==> config.mk <==
export PLATFORM = sky130hd
export DESIGN_NAME = hpq_ctrl
export DESIGN_NICKNAME = d
export VERILOG_FILES = /design/src/hdl/hpq_pkg.sv /design/src/hdl/hpq_ctrl.sv
export SDC_FILE = /design/constraint.sdc
export NUM_CORES = 1
export LEC_CHECK = 0
export ABC_CLOCK_PERIOD_IN_PS = 8000
export BUFFER_PORTS_ARGS = -buffer_cell sky130_fd_sc_hd__buf_4
export CORE_MARGIN = 5
export CORE_UTILIZATION = 45
export CTS_BUF_LIST = sky130_fd_sc_hd__clkbuf_8
export DETAILED_ROUTE_END_ITERATION = 16
export MAX_ROUTING_LAYER = met4
export PLACE_DENSITY = 0.77
export SLEW_MARGIN = 0
export SYNTH_ARGS = -nofsm -noshare
export SYNTH_HDL_FRONTEND = slang
export SYNTH_SLANG_ARGS = --single-unit
==> constraint.sdc <==
create_clock -name clk -period 8 [get_ports clk]
set_input_delay 0.8 -clock clk [delete_from_list [all_inputs] [get_ports clk]]
set_output_delay 0.8 -clock clk [all_outputs]
set_load 0.02 [all_outputs]
==> src/hdl/hpq_pkg.sv <==
package hpq_pkg;

  localparam int DATA_W = 32;
  localparam int CNT_W  = 10;

  localparam logic [1:0] CMD_INSERT = 2'd0;
  localparam logic [1:0] CMD_POP    = 2'd1;
  localparam logic [1:0] CMD_CLEAR  = 2'd2;

  localparam logic [1:0] ST_OK        = 2'd0;
  localparam logic [1:0] ST_OVERFLOW  = 2'd1;
  localparam logic [1:0] ST_UNDERFLOW = 2'd2;

  typedef struct packed {
    logic                     valid;
    logic signed [DATA_W-1:0] popped;
    logic signed [DATA_W-1:0] min;
    logic        [CNT_W-1:0]  count;
    logic        [1:0]        status;
  } res_t;

endpackage

==> src/hdl/hpq_ctrl.sv <==
module hpq_ctrl #(
  parameter int DEPTH = 1024,
  parameter int AW    = 10
) (
  input  logic                             clk,
  input  logic                             rst_n,
  input  logic                             start,
  output logic                             busy,
  input  logic [1:0]                       cmd,
  input  logic signed [hpq_pkg::DATA_W-1:0] value,
  output logic                             mem_we,
  output logic [AW-1:0]                    mem_waddr,
  output logic signed [hpq_pkg::DATA_W-1:0] mem_wdata,
  output logic                             mem_re,
  output logic [AW-1:0]                    mem_raddr,
  input  logic signed [hpq_pkg::DATA_W-1:0] mem_rdata,
  output hpq_pkg::res_t                    res
);

  localparam int CW = hpq_pkg::CNT_W;
  localparam logic [AW-1:0] FULL_CNT = AW'(DEPTH - 1);

  typedef enum logic [8:0] {
    S_IDLE    = 9'b000000001,
    S_UP_CHK  = 9'b000000010,
    S_UP_CMP  = 9'b000000100,
    S_DN_LAST = 9'b000001000,
    S_DN_CHK  = 9'b000010000,
    S_DN_RDR  = 9'b000100000,
    S_DN_CMP  = 9'b001000000,
    S_DN_SWP  = 9'b010000000,
    S_DONE    = 9'b100000000
  } state_t;

  state_t state_r, state_nxt;
  logic [AW-1:0] cnt_r, cnt_nxt;
  logic [AW-1:0] pos_r, pos_nxt;
  logic [AW-1:0] best_r, best_nxt;
  logic signed [hpq_pkg::DATA_W-1:0] key_r, key_nxt;
  logic signed [hpq_pkg::DATA_W-1:0] lv_r, lv_nxt;
  logic signed [hpq_pkg::DATA_W-1:0] root_r, root_nxt;
  logic signed [hpq_pkg::DATA_W-1:0] popped_r, popped_nxt;
  logic [1:0] status_r, status_nxt;

  logic signed [hpq_pkg::DATA_W-1:0] cmp_a, cmp_b;
  logic lt;
  logic [AW:0] left_w, right_w, cnt_ext;
  logic [AW-1:0] parent;

  // shared signed compare unit
  always_comb begin
    case (state_r)
      S_UP_CMP: begin
        cmp_a = key_r;
        cmp_b = mem_rdata;
      end
      S_DN_CMP: begin
        cmp_a = mem_rdata;
        cmp_b = lv_r;
      end
      default: begin
        cmp_a = lv_r;
        cmp_b = key_r;
      end
    endcase
  end
  assign lt = cmp_a < cmp_b;

  assign left_w  = {pos_r, 1'b1};
  assign right_w = left_w + (AW+1)'(1);
  assign cnt_ext = {1'b0, cnt_r};
  assign parent  = (pos_r - AW'(1)) >> 1;

  always_comb begin
    state_nxt  = state_r;
    cnt_nxt    = cnt_r;
    pos_nxt    = pos_r;
    best_nxt   = best_r;
    key_nxt    = key_r;
    lv_nxt     = lv_r;
    popped_nxt = popped_r;
    status_nxt = status_r;
    mem_we     = 1'b0;
    mem_waddr  = pos_r;
    mem_wdata  = key_r;
    mem_re     = 1'b0;
    mem_raddr  = '0;
    case (state_r)
      S_IDLE: begin
        if (start) begin
          popped_nxt = '0;
          status_nxt = hpq_pkg::ST_OK;
          state_nxt  = S_DONE;
          case (cmd)
            hpq_pkg::CMD_INSERT: begin
              if (cnt_r >= FULL_CNT) begin
                status_nxt = hpq_pkg::ST_OVERFLOW;
              end else begin
                pos_nxt   = cnt_r;
                key_nxt   = value;
                cnt_nxt   = cnt_r + AW'(1);
                state_nxt = S_UP_CHK;
              end
            end
            hpq_pkg::CMD_POP: begin
              if (cnt_r == '0) begin
                status_nxt = hpq_pkg::ST_UNDERFLOW;
              end else begin
                popped_nxt = root_r;
                cnt_nxt    = cnt_r - AW'(1);
                if (cnt_r != AW'(1)) begin
                  mem_re    = 1'b1;
                  mem_raddr = cnt_r - AW'(1);
                  state_nxt = S_DN_LAST;
                end
              end
            end
            hpq_pkg::CMD_CLEAR: begin
              cnt_nxt = '0;
            end
            default: begin
              cnt_nxt = cnt_r;
            end
          endcase
        end
      end
      S_UP_CHK: begin
        if (pos_r == '0) begin
          mem_we    = 1'b1;
          state_nxt = S_DONE;
        end else begin
          mem_re    = 1'b1;
          mem_raddr = parent;
          best_nxt  = parent;
          state_nxt = S_UP_CMP;
        end
      end
      S_UP_CMP: begin
        mem_we = 1'b1;
        if (lt) begin
          mem_wdata = mem_rdata;
          pos_nxt   = best_r;
          state_nxt = S_UP_CHK;
        end else begin
          state_nxt = S_DONE;
        end
      end
      S_DN_LAST: begin
        key_nxt   = mem_rdata;
        pos_nxt   = '0;
        state_nxt = S_DN_CHK;
      end
      S_DN_CHK: begin
        if (left_w >= cnt_ext) begin
          mem_we    = 1'b1;
          state_nxt = S_DONE;
        end else begin
          mem_re    = 1'b1;
          mem_raddr = left_w[AW-1:0];
          state_nxt = S_DN_RDR;
        end
      end
      S_DN_RDR: begin
        lv_nxt   = mem_rdata;
        best_nxt = left_w[AW-1:0];
        if (right_w < cnt_ext) begin
          mem_re    = 1'b1;
          mem_raddr = right_w[AW-1:0];
          state_nxt = S_DN_CMP;
        end else begin
          state_nxt = S_DN_SWP;
        end
      end
      S_DN_CMP: begin
        if (lt) begin
          lv_nxt   = mem_rdata;
          best_nxt = right_w[AW-1:0];
        end
        state_nxt = S_DN_SWP;
      end
      S_DN_SWP: begin
        mem_we = 1'b1;
        if (lt) begin
          mem_wdata = lv_r;
          pos_nxt   = best_r;
          state_nxt = S_DN_CHK;
        end else begin
          state_nxt = S_DONE;
        end
      end
      S_DONE: begin
        state_nxt = S_IDLE;
      end
      default: begin
        state_nxt = S_IDLE;
      end
    endcase
  end

  // cached root tracks every write to the top slot
  always_comb begin
    root_nxt = root_r;
    if (mem_we && mem_waddr == '0) begin
      root_nxt = mem_wdata;
    end
  end

  always_ff @(posedge clk) begin
    if (!rst_n) begin
      state_r <= S_IDLE;
      cnt_r   <= '0;
    end else begin
      state_r <= state_nxt;
      cnt_r   <= cnt_nxt;
    end
  end

  always_ff @(posedge clk) begin
    pos_r    <= pos_nxt;
    best_r   <= best_nxt;
    key_r    <= key_nxt;
    lv_r     <= lv_nxt;
    root_r   <= root_nxt;
    popped_r <= popped_nxt;
    status_r <= status_nxt;
  end

  assign busy = (state_r != S_IDLE);

  always_comb begin
    res.valid  = (state_r == S_DONE);
    res.popped = popped_r;
    res.min    = (cnt_r != '0) ? root_r : '0;
    res.count  = CW'(cnt_r);
    res.status = status_r;
  end

endmodule

# After elaboration in Yosys (flattened, before gate mapping)
# Index checks and enable logic that the tools add are counted.
# Widths: inputs -> output; s select.
# word_totals
out_inout_bits,132
regBits,169
# op_classes
bitwise_logic,1
n_reduce_logical,18
n_eq_ne,21
n_mux,56
order_cmp,4
add_sub_neg,4
# op_table
operator,count
$pmux 32 s2,5
$mux 32,7
$mux 10,14
$pmux 10 s3,3
$mux 9,9
$pmux 9 s8,1
$pmux 10 s4,1
$lt 32x32->1,1
$logic_not 10->1,2
$sub 10x1->10 const B,2
$pmux 9 s2,1
$ne 2x2->1 const B,6
$add 11x1->11 const B,1
$ge 11x10->1,1
$lt 11x10->1,1
$add 10x1->10 const B,1
$ge 10x10->1 const B,1
$mux 1,10
$ne 10x1->1 const B,1
$reduce_and 5->1,2
$reduce_bool 10->1,1
$eq 9x1->1 const B,1
$eq 9x2->1 const B,1
$eq 9x3->1 const B,1
other kinds (24),30

# Logic depth before layout (Yosys ltp)
# Gate-level depths: netlist (run 1).
# logic_depth
depth_word,6
depth_mapped,16
depth_no_buf,13

# Least setup slack after synthesis (run 1)
# Ideal clock, no wire load.
# synth_timing
kind,register to register
start,register state_r[1]
end,register lv_r[0] in the netlist's numbering (enable)
setup_time_ps,432
path_slack_ps,2458
arrival_ps,5110
path_stages_with_launch,16
path_buffers,4
t_required_ps,7568
path_cell_list,dfxtp_1 nor4_4 and4_1 clkbuf_1 clkbuf_1 clkbuf_1 a22oi_1 nand2_1 ha_1 a211oi_1 nor2_1 o221a_2 o41a_4 nand2b_4 buf_6 a21oi_1
# synth_between
elab_chain_cells,5
word_cells_on_any_way,9
classes_between,order compare: 1; eq/ne: 4; mux: 2; reduce/logical: 2
# synth_lines
item,line_no,text
from (decl),hpq_ctrl.sv:35,"state_t state_r, state_nxt;"
from (signal assigned),hpq_ctrl.sv:213,state_r <= state_nxt;
$eq 9x7->1 / $eq 9x3->1 (equally long branches),"hpq_ctrl.sv:52, hpq_ctrl.sv:88",
$pmux 32 s2,hpq_ctrl.sv:52,case (state_r)
$lt 32x32->1,hpq_ctrl.sv:67,assign lt = cmp_a < cmp_b;
$ne 2x2->1 (no line),-,
$reduce_and 2->1 (no line) *,-,
to (signal assigned),hpq_ctrl.sv:222,lv_r <= lv_nxt;
to (decl),hpq_ctrl.sv:40,"logic signed [hpq_pkg::DATA_W-1:0] lv_r, lv_nxt;"
# Mark *: on every way between the ends. The rest lies on a longest branch, timed or not.
# A chain may end at the register's enable or synchronous reset.

# Worst setup path in the final report (run 1)
# layout_timing
start,register state_r[1]
end,output mem_wdata[31] in the netlist's numbering
# layout_between
elab_chain_cells,5
word_cells_on_any_way,9
classes_between,order compare: 1; eq/ne: 3; mux: 5
# layout_lines
item,line_no,text
$eq 9x7->1 / $eq 9x3->1 (equally long branches),"hpq_ctrl.sv:52, hpq_ctrl.sv:88",
$pmux 32 s2,hpq_ctrl.sv:52,
$lt 32x32->1,hpq_ctrl.sv:67,
"$mux 32, on equally long branches","hpq_ctrl.sv:183, hpq_ctrl.sv:140",
$pmux 32 s2 *,hpq_ctrl.sv:88,case (state_r)
to (decl),hpq_ctrl.sv:13,"output logic signed [hpq_pkg::DATA_W-1:0] mem_wdata,"
# Marked as above.

==> results by stage, run 1 <==
Clock network:
- The number of levels in the clock H-tree is 4.
- No sink is reached through more buffers than the 2 on the longest clock path.
- In this run the post-CTS setup repair buffer count came out at 0.
- In this run, post-CTS hold repair placed 0 buffers.
- CTS placed an instance of sky130_fd_sc_hd__clkbuf_8 at the clock tree root.
- TritonCTS built the clock tree.
- The number of buffers created by CTS is 17.
- The register clock-pin slew on the reported worst setup and hold paths is 0.10 ns.
- The number of clock sinks seen by CTS is 169.
- The count of instances resized after the clock tree is built is 0.
- For the worst-skew pair, the clock arrives at the later sink with an insertion delay of 0.46 ns.

STA:
- The minimum clock period is 6.59 ns.
- The max-slew headroom at the worst pin is 26.5%.
- The total count of hold-check failures in the final report came to 0.
- The share of the clock period used by the worst path after layout is 82.4%.
- Between clock sinks in the finished design, the worst skew comes to 0.0103 ns.
- Timing would allow up to 152 MHz.
- The slew of the pin with the lowest slew margin is 1.10 ns.
- The total negative setup slack is 0 ns.
- The total count of max-transition violations in the final report is 0.
- Setup repair after global routing left no endpoint under its margin.
- The final-report setup violation count is 0.
- The worst hold slack is 0.547 ns.

Final layout:
- The finished cells cover 0.0125 mm^2.
- The leading cell type in the layout, fill and taps excluded is sky130_fd_sc_hd__buf_4.
- In the final layout, flip-flops and latches occupy 0.00488 mm^2.
- The share of the core filled with cells in the final layout is 55.1%.
- The count of nets after finishing is 1290.
- In the final layout, the share of cells above drive strength 1 is 25.9%.
- Leaving out fill and tap cells, the most frequent cells in the layout are 211 x sky130_fd_sc_hd__buf_4, 150 x sky130_fd_sc_hd__edfxtp_1, 83 x sky130_fd_sc_hd__nand2_1, 69 x sky130_fd_sc_hd__a22oi_1, 61 x sky130_fd_sc_hd__o21ai_0.
- Relative to the synthesized area, the layout overhead comes to 20.3%.
- The layout has 1970 filler cells.
- Summing all multi-input logic gate instances after layout gives 0.00515 mm^2.

Placement:
- The last weighted congestion value of the routability-driven placer is 0.962.
- The cell area after placement is 0.0121 mm^2.
- Detailed placement finished with a half-perimeter wire length of 22700 um.
- The count of port buffers added during placement is 200.

Floorplanning:
- The number of rows created at floorplan is 55.
- 201 I/O pins were placed.
- In this run the horizontal extent of the chip is 162 um.
- The initial standard-cell utilization of the core is 45.8%.
- The die is 162 um tall.
- In this run the standard cell core region covers 0.0227 mm^2.
- The die covers 0.0263 mm^2.

Global routing:
- The final global-route overflow total is 0.
- The initial antenna violation count is 1.
- The first-pass GRT wire length is 49000 um.
- The maximum number of pins on one net before global-route repair is 80.
- The total global routing track utilization is 24.3%.
- The via count of the first global-routing pass is 8604.

Logic synthesis:
- The number of synthesized register bits is 169.
- The instance count of the mapped netlist is 1010.
- The Yosys step of the flow raised 0 warnings.
- The post-synthesis instance area is 0.0104 mm^2.
- The number of enable-type register cells in the synthesized netlist is 150.
- The count of different cell masters after synthesis is 67.
- The sequential area share after synthesis is 47.0%.
- The total nets after synthesis is 1136.
- The fraction of synthesis flops using an asynchronous set or reset pin is 0%.
- The mean area per synthesized cell is 10.3 um^2.
- The most used flip-flop cell after synthesis is sky130_fd_sc_hd__edfxtp_1.

Critical path:
- STA classifies the critical path startpoint as a flip-flop.
- Along the worst path, the maximum fanout reaches 51.
- The required time of the critical path is 7.20 ns.
- The critical path goes through nor4_4, and3_2, buf_4, a22o_1, a21oi_1, ha_1, a211oi_1, nor2_1, nor3_1, nand2_1, o41a_4, nand2b_4, o21ai_0, buf_4.
- STA puts the critical path data arrival time at 5.79 ns.
- The critical path class is reg -> out.
- The slowest stage of the critical path is the sky130_fd_sc_hd__and3_2 cell.
- The longest individual stage delay on the worst path is 0.89 ns.
- The startpoint of the most critical register-to-register path is state_r[1].
- The most critical setup path has its startpoint at state_r[1].
- The worst setup path is captured at a primary output.
- The most frequent cell on the critical path is sky130_fd_sc_hd__buf_4.

Routing:
- The routed design has 31600 um of wire.
- For this run, the detailed router's first-pass iteration total came to 6.
- The first routing iteration left 1120 violations.
- The ratio of routed vias to standard cells is 6.25.
- The remaining design rule violation count is 0.
- The final route contains 9140 vias.
- After detailed routing, the average wire length per cell comes to 21.6 um.
- The count of nets left with antenna violations once routing finished came out at 0.

Power:
- Summed over all cells, the static leakage comes to 4.91 nW.
- The worst IR drop on VDD is 102 uV.
- Of the total power, combinational logic draws 22.1%.
- Of the total power, registers draw 47.0%.
- The share of total power in the clock network is 30.8%.
- In this run switching power makes up 31.0% of total power.
- The analysis attributes to net switching a power of 0.000679 W.
- Dividing total power by cell area gives a power density of 175 mW/mm^2.
- The internal portion of total power is 0.00152 W.

Status:
- The flow ran to the end, and the final reports show no timing, DRC or antenna violations.

Min path:
- The worst hold path begins at mem_rdata[11].
- The class of the worst hold path is in -> reg.

Flow run:
- The tool flagged a number of max-cap violations equal to 0.
==> cells by family after synthesis <==
family                   Yosys count  share of synthesized area (%)
AO/OA/AOI/OAI                    330                           21.5
XOR/XNOR                          23                           1.94
adder cells (fa/ha/maj)           57                           6.86
buffers and inverters            103                           4.08
flip-flops                       169                           47.0
multiplexers                      33                           3.56
AND/OR/NAND/NOR                  295                           15.2
==> power by group through the flow <==
stage	registers [W]	clock network, W	logic [W]
floorplan	0.00106	0	0.000260
global placement	0.00105	0	0.000475
detailed placement	0.00105	0	0.000482
CTS	0.00103	0.000683	0.000484
global route	0.00104	0.000724	0.000522
finish	0.00103	0.000677	0.000486
==> cell type report <==
type,instances,area share (%)
clock buffers,17,1.87
repair buffers,211,12.7
well taps,285,2.85
clock inverters,15,1.65
flip-flops and latches,169,39.0
diodes,1,0.0200
inverters,27,0.810
multi-input cells,738,41.1
==> critical path, delay by kind of cell (launching register included) <==
kind	cells	cell delay (ns)
adder cells (fa/ha/maj)	1	0.31
flip-flops	1	0.39
AND/OR/NAND/NOR	6	2.09
AO/OA/AOI/OAI	5	1.67
buffers and inverters	2	0.83
==> layer usage <==
metal  routed length [um]  track usage, %
met1                13500            34.3
met2                14300            35.1
met3                 3200            5.73
met4                  675            6.92
met5                    0               -
==> worst paths after layout <==
| kind | cells past startpoint | end | slack, ns |
|---|---|---|---|
| worst max-delay path | 14 | mem_wdata[31] | 1.41 |
| worst max register to register | 14 | lv_r[18] | 2.45 |
| worst min-delay path | 1 | lv_r[11] | 0.55 |
| worst min register to register | 1 | mem_waddr[5] | 0.55 |
==> flip-flops by register name (all words and copies together), names as in the netlist <==
register   flops
cnt_r         10
status_r       2
mem_waddr     10
best_r        10
popped_r      32
state_r        9
lv_r          32
key_r         32
root_r        32
==> Yosys cell counts, drive strengths merged (4+ instances only) <==
master  count  area [um^2]
edfxtp    150         4500
o21ai      91          455
nand2      84          318
a22oi      70          531
clkbuf     59          221
ha         57          713
a21oi      52          260
nor2       47          176
a22o       42          368
and3       38          238
and2       36          225
mux2       32          360
inv        27          101
nand3      22          110
dfxtp      19          380
buf        17          101
xnor2      17          149
nor3       13         70.1
nand4      12         75.1
o22ai      12         75.1
nor4        9         98.8
a31oi       8         50.1
nor2b       7         43.8
a211oi      6         45.0
a221o       6         60.1
nand2b      6         45.0
o221a       6         67.6
o221ai      6         52.6
xor2        6         52.6
o21a        5         37.5
a21o        4         30.0
nand3b      4         30.0
nor3b       4         40.0
o211ai      4         30.0
==> stage by stage <==
stage	cells	setup WS, ns	total power, W
6_report	1463	1.41	0.00219
2_1_floorplan	1010	2.46	0.00132
3_5_place_dp	1430	2.00	0.00153
3_3_place_gp	1430	2.11	0.00153
5_1_grt	1463	0.979	0.00228
4_1_cts	1462	1.48	0.00220
No activity file was read; power rests on OpenSTA's default activity.
==> run 2: changes to the inputs <==
ABC_CLOCK_PERIOD_IN_PS = 6400   (was 8000)
clock period = 6.4 ns   (was 8 ns; I/O delays follow)
==> run 2 against run 1 <==
  * Final area is 0.33% lower
  * Worst hold slack worse by 0.17 ns
  * Clock skew is 0.0049 ns higher
  * Largest cell class unchanged
  * Setup slack worse by 1.1 ns
  * Sequential cell count stayed put
  * Non-clock buffer count is 1 lower
  * Clock-buffer cell count stayed put
  * Global-route usage is 0.077 points lower
==> results by stage, run 2 (synthesis gave the netlist of run 1 again) <==
Status:
- Status: finished, final reports clean (unchanged).

Clock network:
- The number of clock sinks seen by CTS was 169 (unchanged).
- The library cell used as clock root buffer was sky130_fd_sc_hd__clkbuf_8 (unchanged).
- The TritonCTS clock tree is done (unchanged).
- The clock latency at the later pin of the worst-skew pair is 0.47 ns (was 0.46 ns).
- The worst-case clock buffer depth is 2 (unchanged).
- The number of levels in the clock H-tree came to 4 (unchanged).
- The count of instances resized after the clock tree is built is 0 (unchanged).
- The number of buffers inserted for hold repair after clock tree synthesis was 0 (unchanged).
- The register clock-pin slew on the reported worst setup and hold paths was 0.10 ns (about the same).
- The number of post-CTS setup repair buffers came to 0 (unchanged).
- The number of buffers created by CTS came to 17 (unchanged).

Global routing:
- The final global-route overflow total is 0 (unchanged).
- The maximum number of pins on one net before global-route repair came to 100 (was 80).
- The first-pass GRT wire length is 48700 um (was 49000 um).
- The total global routing track utilization came to 24.2% (was 24.3%).
- The initial antenna violation count is 0 (was 1).
- The via count of the first global-routing pass is 8363 (was 8604).

Placement:
- The last weighted congestion value of the routability-driven placer is 0.995 (was 0.962).
- The count of port buffers added during placement is 200 (unchanged).
- The cell area after placement was 0.0121 mm^2 (about the same).
- The post-detailed-placement half-perimeter wirelength was 22500 um (was 22700 um).

Critical path:
- The standard cell with the maximum stage delay on the critical path is sky130_fd_sc_hd__o41a_4 (was sky130_fd_sc_hd__and3_2).
- The critical path class is reg -> out (unchanged).
- The endpoint class of the critical path is a primary output (unchanged).
- The required time of the critical path is 5.76 ns (was 7.20 ns).
- Critical path cell sequence: nor4_4, and4_2, buf_6, a22o_1, a21oi_1, ha_1, a211oi_1, nor2_1, o221a_2, o41a_4, nand2b_4, o21ai_0, buf_4 (was nor4_4, and3_2, buf_4, a22o_1, a21oi_1, ha_1, a211oi_1, nor2_1, nor3_1, nand2_1, o41a_4, nand2b_4, o21ai_0, buf_4).
- The arrival time at the worst endpoint is 5.49 ns (was 5.79 ns).
- The element type at the critical path start is a flip-flop (unchanged).
- The longest individual stage delay on the worst path is 0.64 ns (was 0.89 ns).
- The highest net fanout along the worst path was 79 (was 51).
- The worst reg2reg path depth was 13 (was 14).

Routing:
- The post-detailed-route count of antenna-violating nets is 0 (unchanged).
- The number of detailed-route iterations in the first pass is 7 (was 6).
- The ratio of routed vias to standard cells is 6.27 (was 6.25).
- The via total after detailed routing is 9164 (was 9140).
- The remaining design rule violation count is 0 (unchanged).
- The total length of routed wires is 32000 um (was 31600 um).
- The wire length per cell after detailed routing came to 21.9 um (was 21.6 um).
- The initial detailed-routing violation count is 1038 (was 1120).

Final layout:
- The leading cell type in the layout, fill and taps excluded was sky130_fd_sc_hd__buf_4 (unchanged).
- The proportion of layout cells with a drive suffix above 1 is 25.7% (was 25.9%).
- The area growth from synthesis to layout is 19.9% (was 20.3%).
- The count of nets after finishing is 1290 (unchanged).
- The cell area after layout was 0.0125 mm^2 (about the same).
- Commonest cells after routing, fill and taps aside: 208 x sky130_fd_sc_hd__buf_4, 150 x sky130_fd_sc_hd__edfxtp_1, 83 x sky130_fd_sc_hd__nand2_1, 69 x sky130_fd_sc_hd__a22oi_1, 61 x sky130_fd_sc_hd__o21ai_0 (was 211 x sky130_fd_sc_hd__buf_4, 150 x sky130_fd_sc_hd__edfxtp_1, 83 x sky130_fd_sc_hd__nand2_1, 69 x sky130_fd_sc_hd__a22oi_1, 61 x sky130_fd_sc_hd__o21ai_0).
- The number of diodes was 0 (was 1).

Power:
- The power per unit of standard cell area is 214 mW/mm^2 (was 175 mW/mm^2).
- The leakage power total came to 4.89 nW (was 4.91 nW).
- The worst IR drop on VDD is 127 uV (was 102 uV).

STA:
- The fmax is 163 MHz.
- The clock skew after layout was 0.0152 ns (was 0.0103 ns).
- The final-report setup violation count was 0 (unchanged).
- The total count of hold-check failures in the final report was 0 (unchanged).
- The slew of the pin with the lowest slew margin is 1.19 ns (was 1.10 ns).
- The minimum clock period is 6.13 ns.
- The total negative setup slack came to 0 ns (unchanged).
- In the finished design, the share of the clock period the worst path needs comes to 95.7%.
- The total count of max-transition violations in the final report came to 0 (unchanged).
- Unrepaired setup endpoints after global routing: no (unchanged).
- The max-slew headroom at the worst pin is 20.9% (was 26.5%).

Floorplanning:
- The horizontal die dimension is 162 um (unchanged).
- The area of the die is 0.0263 mm^2 (unchanged).
- The number of rows created at floorplan came to 55 (unchanged).
- The core region area was 0.0227 mm^2 (unchanged).
- The I/O pin total is 201 (unchanged).
- The initial standard-cell utilization of the core was 45.8% (unchanged).
- The height of the die is 162 um (unchanged).

Flow run:
- The number of max-capacitance violations reported came to 0 (unchanged).

Min path:
- The class of the worst hold path is in -> reg (unchanged).
- The hold path depth is 1 (unchanged).
run 2: final timing paths:
check | slack [ns] | endpoint | from
worst max-delay path | 0.27 | mem_wdata[13] | state_r[1]
worst min-delay path | 0.38 | lv_r[14] | mem_rdata[14]
worst min register to register | 0.55 | mem_waddr[0] | best_r[0]
worst max register to register | 1.09 | lv_r[4] | state_r[1]
run 2: worst max-delay path: cells and delay by family, from the launching register on:
kind | cells | cell delay (ns)
DFF | 1 | 0.38
adders and majority gates | 1 | 0.32
buffers and inverters | 2 | 0.79
and+or+nand+nor | 4 | 1.39
AOI/OAI and AO/OA | 6 | 2.07
run 2: area by class of cell:
cell class                 instances  area (um^2)
multi-input combinational        739         5150
timing repair buffer             210         1580
inverter                          27          101
sequential                       169         4880
clock buffer                      17          234
clock inverter                    15          161
fill                            2014        10200
tap                              285          357
run 2: per-stage QoR:
step	util [%]	cells	total power (W)	setup WS, ns	hold slack [ns]
floorplan	-	1010	0.00166	0.858	0.518
global placement	53.1	1429	0.00191	0.880	0.522
detailed placement	53.1	1429	0.00192	0.803	0.527
CTS	54.9	1461	0.00268	0.266	0.345
global route	54.9	1462	0.00279	0.0905	0.354
finish	54.9	1462	0.00268	0.273	0.377
run 2: metal layers:
metal | vias to the layer above | global-route usage [%] | share of wire (%)
li1 | 4183 | - | -
met1 | 4391 | 34.9 | 43
met2 | 547 | 35.1 | 45
met3 | 43 | 4.26 | 9.7
met4 | 0 | 7.23 | 2.1
met5 | - | - | 0
run 2: power by group:
part	internal (W)	leakage, nW	switching [W]	total [W]
clock network	0.000354	0.203	0.000424	0.000778
registers	0.00125	1.54	0.0000426	0.00129
logic	0.000244	3.15	0.000363	0.000607
total	0.00185	4.89	0.000830	0.00268
